File: src/rtl/cpd_pkg.sv
// Shared types and constants for the checksum packet deframer.
package cpd_pkg;

  localparam int WORD_W      = 16;
  localparam int HALF_W      = 32;
  localparam int ID_W        = 11;
  localparam int WIN_DEPTH   = 5;
  localparam int FILL_W      = 3;
  localparam int RTR_BIT     = 15;
  localparam int QUEUE_DEPTH = 4;

  localparam logic KIND_MATCH = 1'b0;
  localparam logic KIND_SLIP  = 1'b1;

  // One classified event handed from the front end to the back end.
  typedef struct packed {
    logic                kind;
    logic [WORD_W-1:0]   head;
    logic [HALF_W-1:0]   data;
    logic [HALF_W-1:0]   stamp;
  } cpd_entry_t;

endpackage

File: src/rtl/cpd_front.sv
// Front end: word window, checksum test and event classification.
module cpd_front (
  input  logic                        clk,
  input  logic                        rst,
  input  logic                        in_valid,
  output logic                        in_stall,
  input  logic [cpd_pkg::WORD_W-1:0]  link_word,
  input  logic                        q_full,
  output logic                        q_push,
  output cpd_pkg::cpd_entry_t         q_entry
);
  import cpd_pkg::*;

  logic [WORD_W-1:0] window [WIN_DEPTH];
  logic [FILL_W-1:0] fill_count;
  logic              accept;
  logic [WORD_W-1:0] sum;
  logic              full_win;
  logic              head_nz;
  logic              match;

  assign in_stall = q_full;
  assign accept   = in_valid && !q_full;
  assign full_win = (fill_count == FILL_W'(WIN_DEPTH));
  assign head_nz  = (window[0] != '0);
  assign sum      = window[0] + WORD_W'(1) + window[1] + window[2] + window[3] + window[4];
  assign match    = head_nz && (sum == link_word);

  // A result is raised only for a full window with a nonzero head.
  assign q_push = accept && full_win && head_nz;

  always_comb begin
    q_entry.kind  = match ? KIND_MATCH : KIND_SLIP;
    q_entry.head  = window[0];
    q_entry.data  = {window[2], window[1]};
    q_entry.stamp = {window[4], window[3]};
  end

  always_ff @(posedge clk) begin
    if (rst) begin
      fill_count <= '0;
    end else if (accept) begin
      if (!full_win) begin
        if (fill_count != '0 || link_word != '0) begin
          fill_count <= fill_count + FILL_W'(1);
        end
      end else if (match) begin
        fill_count <= '0;
      end
    end
  end

  always_ff @(posedge clk) begin
    if (accept) begin
      if (!full_win) begin
        if (fill_count != '0 || link_word != '0) begin
          window[fill_count] <= link_word;
        end
      end else if (!match) begin
        for (int i = 0; i < WIN_DEPTH - 1; i++) begin
          window[i] <= window[i+1];
        end
        window[WIN_DEPTH-1] <= link_word;
      end
    end
  end

  a_fill_range: assert property (@(posedge clk) disable iff (rst)
    fill_count <= FILL_W'(WIN_DEPTH))
    else $error("window fill count out of range");

  a_zero_discard: assert property (@(posedge clk) disable iff (rst)
    accept && fill_count == '0 && link_word == '0 |=> fill_count == '0)
    else $error("leading zero word was not discarded");

  a_match_empties: assert property (@(posedge clk) disable iff (rst)
    q_push && q_entry.kind == KIND_MATCH |=> fill_count == '0)
    else $error("window not emptied after a valid packet");

endmodule

File: src/rtl/cpd_queue.sv
// Short event queue between the front end and the back end.
module cpd_queue #(
  parameter int DEPTH = cpd_pkg::QUEUE_DEPTH
) (
  input  logic                 clk,
  input  logic                 rst,
  input  logic                 push,
  output logic                 full,
  input  cpd_pkg::cpd_entry_t  wr_entry,
  input  logic                 pop,
  output logic                 rd_valid,
  output cpd_pkg::cpd_entry_t  rd_entry
);
  import cpd_pkg::*;

  localparam int PTR_W = (DEPTH > 1) ? $clog2(DEPTH) : 1;
  localparam int CNT_W = $clog2(DEPTH + 1);

  cpd_entry_t        slots [DEPTH];
  logic [PTR_W-1:0]  wr_ptr;
  logic [PTR_W-1:0]  rd_ptr;
  logic [CNT_W-1:0]  count;
  logic              do_pop;

  assign rd_valid = (count != '0);
  assign rd_entry = slots[rd_ptr];
  assign do_pop   = pop && rd_valid;

  always_ff @(posedge clk) begin
    if (rst) begin
      wr_ptr <= '0;
      rd_ptr <= '0;
      count  <= '0;
    end else begin
      if (push) begin
        wr_ptr <= (wr_ptr == PTR_W'(DEPTH - 1)) ? '0 : wr_ptr + PTR_W'(1);
      end
      if (do_pop) begin
        rd_ptr <= (rd_ptr == PTR_W'(DEPTH - 1)) ? '0 : rd_ptr + PTR_W'(1);
      end
      if (push && !do_pop) begin
        count <= count + CNT_W'(1);
      end else if (!push && do_pop) begin
        count <= count - CNT_W'(1);
      end
    end
  end

  always_ff @(posedge clk) begin
    if (push) begin
      slots[wr_ptr] <= wr_entry;
    end
  end

  assign full = (count == CNT_W'(DEPTH));

  a_no_overflow: assert property (@(posedge clk) disable iff (rst)
    !(push && full))
    else $error("push into a full queue");

  a_count_range: assert property (@(posedge clk) disable iff (rst)
    count <= CNT_W'(DEPTH))
    else $error("queue count out of range");

  a_pop_drains: assert property (@(posedge clk) disable iff (rst)
    do_pop && !push && count == CNT_W'(1) |=> !rd_valid)
    else $error("queue not empty after last entry popped");

endmodule

File: src/rtl/cpd_back.sv
// Back end: packet counter and registered result stage.
module cpd_back (
  input  logic                         clk,
  input  logic                         rst,
  input  logic                         q_valid,
  input  cpd_pkg::cpd_entry_t          q_entry,
  output logic                         q_pop,
  output logic                         out_valid,
  input  logic                         out_stall,
  output logic                         kind,
  output logic [cpd_pkg::ID_W-1:0]     node_id,
  output logic                         remote_request,
  output logic [cpd_pkg::HALF_W-1:0]   data_word,
  output logic [cpd_pkg::HALF_W-1:0]   stamp,
  output logic [cpd_pkg::HALF_W-1:0]   packets_accepted
);
  import cpd_pkg::*;

  logic [HALF_W-1:0] packet_total;
  logic [HALF_W-1:0] total_next;
  logic              is_match;

  assign q_pop      = q_valid && (!out_valid || !out_stall);
  assign is_match   = (q_entry.kind == KIND_MATCH);
  assign total_next = is_match ? packet_total + HALF_W'(1) : packet_total;

  always_ff @(posedge clk) begin
    if (rst) begin
      out_valid    <= 1'b0;
      packet_total <= '0;
    end else begin
      if (q_pop) begin
        out_valid    <= 1'b1;
        packet_total <= total_next;
      end else if (!out_stall) begin
        out_valid <= 1'b0;
      end
    end
  end

  // Slip reports carry only the kind and the running count.
  always_ff @(posedge clk) begin
    if (q_pop) begin
      kind             <= q_entry.kind;
      node_id          <= is_match ? q_entry.head[ID_W-1:0] : '0;
      remote_request   <= is_match ? q_entry.head[RTR_BIT] : 1'b0;
      data_word        <= is_match ? q_entry.data : '0;
      stamp            <= is_match ? q_entry.stamp : '0;
      packets_accepted <= total_next;
    end
  end

  a_pop_loads: assert property (@(posedge clk) disable iff (rst)
    q_pop |=> out_valid)
    else $error("popped event did not reach the output stage");

  a_count_tracks: assert property (@(posedge clk) disable iff (rst)
    out_valid |-> packets_accepted == packet_total)
    else $error("reported count differs from packet total");

  a_slip_clean: assert property (@(posedge clk) disable iff (rst)
    out_valid && kind == KIND_SLIP |-> data_word == '0 && stamp == '0 && node_id == '0)
    else $error("slip report carries payload");

endmodule

File: src/rtl/checksum_packet_deframer_unit.sv
// Top level of the checksum packet deframer.
//
// The input channel (in_valid, in_stall, link_word) moves one 16-bit link
// word per transfer. The block keeps a five-word window and tests each new
// word as the checksum of the held packet. Leading zero words are dropped.
// On a match it reports the packet (kind 0) with node id, remote bit, data
// and time stamp, counts it and empties the window. On a mismatch with a
// nonzero head word it reports a slip (kind 1) and slides by one word.
// Results leave on the output channel (out_valid, out_stall and the fields).
// A result passes first through the front end, which classifies the word and
// writes an event into a small queue, and then through the back end, which
// counts packets and loads the output register. One word is taken every
// cycle while in_stall is low; the checksum is a single six-term 16-bit add
// and compare. When the receiver stalls, the output register holds and the
// queue fills; in_stall rises only once the queue is full. Synchronous reset
// empties the window, the queue and the output stage and clears the packet
// count.
module checksum_packet_deframer_unit #(
  parameter int QUEUE_DEPTH = cpd_pkg::QUEUE_DEPTH
) (
  input  logic                         clk,
  input  logic                         rst,
  input  logic                         in_valid,
  output logic                         in_stall,
  input  logic [cpd_pkg::WORD_W-1:0]   link_word,
  output logic                         out_valid,
  input  logic                         out_stall,
  output logic                         kind,
  output logic [cpd_pkg::ID_W-1:0]     node_id,
  output logic                         remote_request,
  output logic [cpd_pkg::HALF_W-1:0]   data_word,
  output logic [cpd_pkg::HALF_W-1:0]   stamp,
  output logic [cpd_pkg::HALF_W-1:0]   packets_accepted
);
  import cpd_pkg::*;

  cpd_entry_t q_wr_entry;
  cpd_entry_t q_rd_entry;
  logic       q_rd_valid;
  logic       q_pop;
  logic       q_push;
  logic       q_full;

  // The front end only pushes on a transfer, which the full flag blocks.
  cpd_front u_front (
    .clk       (clk),
    .rst       (rst),
    .in_valid  (in_valid),
    .in_stall  (in_stall),
    .link_word (link_word),
    .q_full    (q_full),
    .q_push    (q_push),
    .q_entry   (q_wr_entry)
  );

  cpd_queue #(
    .DEPTH (QUEUE_DEPTH)
  ) u_queue (
    .clk      (clk),
    .rst      (rst),
    .push     (q_push),
    .full     (q_full),
    .wr_entry (q_wr_entry),
    .pop      (q_pop),
    .rd_valid (q_rd_valid),
    .rd_entry (q_rd_entry)
  );

  cpd_back u_back (
    .clk              (clk),
    .rst              (rst),
    .q_valid          (q_rd_valid),
    .q_entry          (q_rd_entry),
    .q_pop            (q_pop),
    .out_valid        (out_valid),
    .out_stall        (out_stall),
    .kind             (kind),
    .node_id          (node_id),
    .remote_request   (remote_request),
    .data_word        (data_word),
    .stamp            (stamp),
    .packets_accepted (packets_accepted)
  );

endmodule
File: config.mk
export PLATFORM = sky130hd
export DESIGN_NAME = checksum_packet_deframer_unit
export DESIGN_NICKNAME = d
export VERILOG_FILES = /design/src/rtl/cpd_pkg.sv /design/src/rtl/cpd_front.sv /design/src/rtl/cpd_queue.sv /design/src/rtl/cpd_back.sv /design/src/rtl/checksum_packet_deframer_unit.sv
export SDC_FILE = /design/constraint.sdc
export NUM_CORES = 1
export LEC_CHECK = 0
export BUFFER_PORTS_ARGS = -buffer_cell sky130_fd_sc_hd__clkbuf_2
export CORE_UTILIZATION = 40
export CTS_BUF_LIST = sky130_fd_sc_hd__clkbuf_8 sky130_fd_sc_hd__clkbuf_16
export DETAILED_ROUTE_END_ITERATION = 7
export GPL_TIMING_DRIVEN = 0
export PLACE_DENSITY = 0.66
export SLEW_MARGIN = 20
export SYNTH_ARGS = -nofsm -noshare
export SYNTH_HDL_FRONTEND = slang
export SYNTH_HIERARCHICAL = 1
export SYNTH_SLANG_ARGS = --single-unit
File: constraint.sdc
create_clock -name clk -period 4.8 [get_ports clk]
set_input_delay 0.24 -clock clk [delete_from_list [all_inputs] [get_ports clk]]
set_output_delay 0.24 -clock clk [all_outputs]
set_load 0.03 [all_outputs]
* After elaboration in Yosys (flattened, before gate mapping)
Memory sizes are Yosys's and may differ from the RTL's. A register that Yosys moved wholly into a read port is not among the register bits.
Index checks and enable logic that the tools add are counted.
** Storage, ports and cells
- Register bits after elaboration :: 152
- RAM bits :: 404
- Bits in latches :: 0
- Word-level logic and storage cells :: 80
- Memories :: 2
- Memory bits (read-only) :: 0
- Output and inout bits :: 111
- Input bits :: 20
** Memories
- u_queue.slots :: depth 4, bits a word 81, read ports 1, clocked after Yosys merged registers in 1, wr ports 1, RTL line cpd_queue.sv:19 : cpd_entry_t slots [DEPTH];
- u_front.window :: depth 5, bits a word 16, read ports 5, clocked after Yosys merged registers in 0, wr ports 5, RTL line cpd_front.sv:14 : logic [WORD_W-1:0] window [WIN_DEPTH];
** Operators by class
- Eq/ne operators :: 7
- Reduce and logical (&&, ||, !) cells :: 23
- Div/mod/pow operators :: 0
- Shift operators :: 0
- Multiplexer cells :: 25
- Add/sub/neg operators :: 11
- Multiply operators :: 0
- $lt $le $gt $ge :: 0
- Bitwise operators :: 0
** Operators by type and width (count)
- $add A16 B16 Y16 :: 4
- $add A32 B1 Y32 const B :: 1
- $mux W32 :: 1
- $reduce_bool A16 Y1 :: 2
- $mux W3 :: 6
- $add A16 B1 Y16 const B :: 1
- $eq A16 B16 Y1 :: 1
- $mux W16 :: 1
- $reduce_or A16 Y1 :: 1
- $mux W1 :: 13
- $logic_and A1 B1 Y1 :: 8
- $mux W2 :: 4
- $add A3 B1 Y3 const B :: 2
- $eq A3 B3 Y1 const B :: 2
- $reduce_bool A3 Y1 :: 2
- $logic_not A1 Y1 :: 5
- $add A2 B1 Y2 const B :: 2
- $eq A2 B2 Y1 const B :: 2
- $reduce_bool A2 Y1 :: 2
- $reduce_and A3 Y1 :: 1
- $sub A3 B1 Y3 const B :: 1
- $logic_or A1 B1 Y1 :: 2
- $ne A2 B1 Y1 const B :: 1
- $ne A2 B2 Y1 const B :: 1

* Depth between registers and ports, before layout
- Word-level depth :: 13
- Gate-level depth with buffers :: 19
- Mapped depth without buffers :: 16

* Hierarchy
The synthesis kept the hierarchy.
** Modules (own cells, without submodules)
- cpd_queue :: area each 12218.0 µm², instances 1, cells an instance 467, sequential area each 9909.5 µm²
- cpd_back :: area each 5955.7 µm², instances 1, cells an instance 473, sequential area each 3933.8 µm²
- cpd_front :: area each 5504.0 µm², instances 1, cells an instance 396, sequential area each 2462.4 µm²

* Worst setup path after synthesis
OpenSTA, ideal clock, no wires.
- Path type :: reg-to-reg
- Start point :: mem u_front.window[3][1]
- End point :: mem u_front.window[4][0], enable pin
- Slack :: -0.480 ns
- Data required time :: 4.335 ns
- Stages on the path, launching flop included :: 18
- Clock period less this slack :: 5.280 ns
- Path buffers :: 3
- Arrival :: 4.816 ns
- Setup time :: 0.465 ns
- Cell sequence :: edfxtp_1 -> fa_1 -> fa_1 -> fa_1 -> ha_1 -> inv_1 -> fa_1 -> xor2_1 -> nand3_1 -> a221oi_1 -> o2111ai_1 -> nand2b_1 -> a2111oi_1 -> a31o_1 -> buf_6 -> buf_8 -> buf_12 -> o21ai_0
** RTL lines (RTL line)
- start: declaration :: cpd_front.sv:14

==> out/qor.yml <==
cp-endpoint: "u_front/window[0][7]"
die_area_um2: 58700
track_usage_pct: 17.4
critPathKind: "flop to flop"
startpoint_type: "flop"
ant_nets: 0
synth.avg_cell_area_um2: 17.6
firstDrtPassIters: 5
cts_tree: "built"
max_freq_mhz: 200
violations: "setup timing"
place.gp.congestion: 0.863
post_drt_wl_per_cell_um: 21.5
die_x_um: 242
core_um2: 56700
fin_hold_ws_ps: 49.5
stdcell_area_um2: 27700
fin_crit_sh_pct: 104
cp.required_ps: 5140
peakVddDrop_mv: 0.286
worstPathCellList: "fa_1, fa_1, fa_1, ha_2, inv_2, fa_2, xor2_1, nand3_2, a221oi_2, o2111ai_2, nand2b_4, a2111oi_4, a31o_4, buf_4, mux2_2"
clkLatencyLatePin_ps: 630
numCtsBuffers: 56
rsz0062_at_grt: "yes"
syn-num-nets: 1404
clk_pin_slew_ps: 60
crit_start: "u_front/window[2][1]"
ioPinCount: 131
clockRootBuffer: "clkbuf_16"
outcome: "finished, violations left"
swShare_pct: 26.8
layout_common_cells: "edfxtp_1, clkbuf_2, nor2b_1, mux4_2, clkbuf_16"
area_delta_synth_final_pct: 20.0
finClkSkew_ps: 36.7
layout_commonest_cell: "edfxtp_1"
slew_headroom_pct: 28.8
clock_sinks: 542
grt_max_degree: 74
routed_wirelength_um: 51000
r2r_end: "u_front/window[0][7]"
io_buffers: 130
finalWorstSetupSlack_ps: -211
hold_path.class: "input pin to flop"
pwr-share-seq_pct: 45.3
synthesis.area_um2: 23100
cpPeakStageDelay_ps: 580
ff2ff_path_depth: 15
grt_pass1_vias: 12500
finalNetCount: 1657
fin_cells: 2370
ys_warn_count: 6
drive_gt1_share_pct: 29.9
rrSetupSlack_ps: -210
leakage_nw: 9.38
p_clk_share_pct: 37.3
worstPathArrival_ps: 5350
setup_viol: 144
grt_antenna_before_repair: 1
crit_path_top_delay_cell: "fa_1"
syn-instance-count: 1316
power_density_nw_per_um2: 436
start_util_pct: 40.7
grt-ovfl-total: 0
dp_hpwl_um: 34500
p_int_mw: 8.84
route.detailed.drc: 0
switchingPower_mw: 3.24
dieHeight_um: 242
cts_max_path_buffers: 3
placed_area_um2: 25000
slew_viol_final: 0
total_power_mw: 12.1
cap_violations: 0
placed_cells: 2212
crit_top_cell: "fa_1"
period_needed_ps: 5010
viasPerCell: 5.23
crit_path_max_fanout: 10
r2r-start: "u_front/window[2][1]"
endpoint_kind: "flop"
power_frac_comb_pct: 17.4
num_rows: 87
drtIter0Drc: 813
timing.final.hold_violations: 0
htreeDepth: 2
num_antenna_cells: 0
vias: 12400
grt_pass1_wl_um: 77500
worstMarginPinSlew_ps: 1060
-- per-stage QoR --
step | utilization, % | TNS, ps | worst slack [ps]
floorplan | - | -12740 | -186
global placement | 43.6 | -428700 | -1330
detailed placement | 44.0 | -77540 | -749
CTS | 48.7 | -8650 | -128
global route | 48.9 | -39620 | -335
finish | 48.9 | -21380 | -211
-- final cells by class --
cell class              instances  area [µm²]
plain buffers                  58         445
flip-flops and latches        542       15800
well taps                     756         946
repair buffers                196        1480
fillers                      4759       29000
inverters                      29         114
clock inverters                47         532
clock buffers                  56        1400
multi-input cells             686        6990
-- critical path: cells and delay by family (launching register included) --
kind / cells / cell delay (ps)
AO/OA/AOI/OAI: 4 / 900
XOR/XNOR: 1 / 170
flip-flops: 1 / 440
adder cells (fa/ha/maj): 5 / 2260
multiplexers: 1 / 350
buffers and inverters: 2 / 290
AND/OR/NAND/NOR: 2 / 310
-- worst min path at each step --
stage,to,depth (start not counted),start,slack (ps)
detailed placement,u_back/packet_total[28],2,u_back/packet_total[28],500
floorplan,u_queue/count[2],1,rst,310
finish,u_front/window[3][0],2,link_word[0],50
global route,u_front/window[3][0],2,link_word[0],40
global placement,u_queue/rd_ptr[0],2,u_queue/rd_ptr[0],480
CTS,u_front/window[3][0],2,link_word[0],20
-- sequential cells by signal, indices dropped and copies added, names as in the netlist, 2 cells and up, named ones only --
| name | cells |
|---|---|
| u_queue/slots | 308 |
| u_front/window | 80 |
| u_back/data_word | 32 |
| u_back/packet_total | 32 |
| u_back/packets_accepted | 32 |
| u_back/stamp | 32 |
| u_back/node_id | 11 |
| u_front/fill_count | 3 |
| u_queue/count | 3 |
| u_queue/rd_ptr | 2 |
| u_queue/wr_ptr | 2 |
-- repair_timing --
item | CTS | global route
gates resized for setup | 47 | 9
pin swaps | 15 | 1
hold endpoints to repair | 17 | 0
setup buffers | 28 | 6
gates cloned | 4 | 1
setup endpoints to repair | 144 | 144
hold buffers | 17 | 0
-- power by group through the flow --
stage                     combinational (mW)  clock (mW)  sequential [mW]
after floorplan                         1.14           0             5.68
after global placement                  1.76           0             5.59
after detailed placement                1.78           0             5.58
after CTS                               2.03        4.61             5.48
after global routing                    2.27        4.77             5.49
final                                   2.10        4.51             5.47
-- routing by layer --
metal | up-vias | wire [µm] | track usage [%]
li1 | 5621 | - | -
met1 | 6410 | 22900 | 24.1
met2 | 295 | 24900 | 28.5
met3 | 71 | 2270 | 3.07
met4 | 2 | 937 | 4.39
met5 | - | 14 | 0
(Power assumes the default switching activity.)
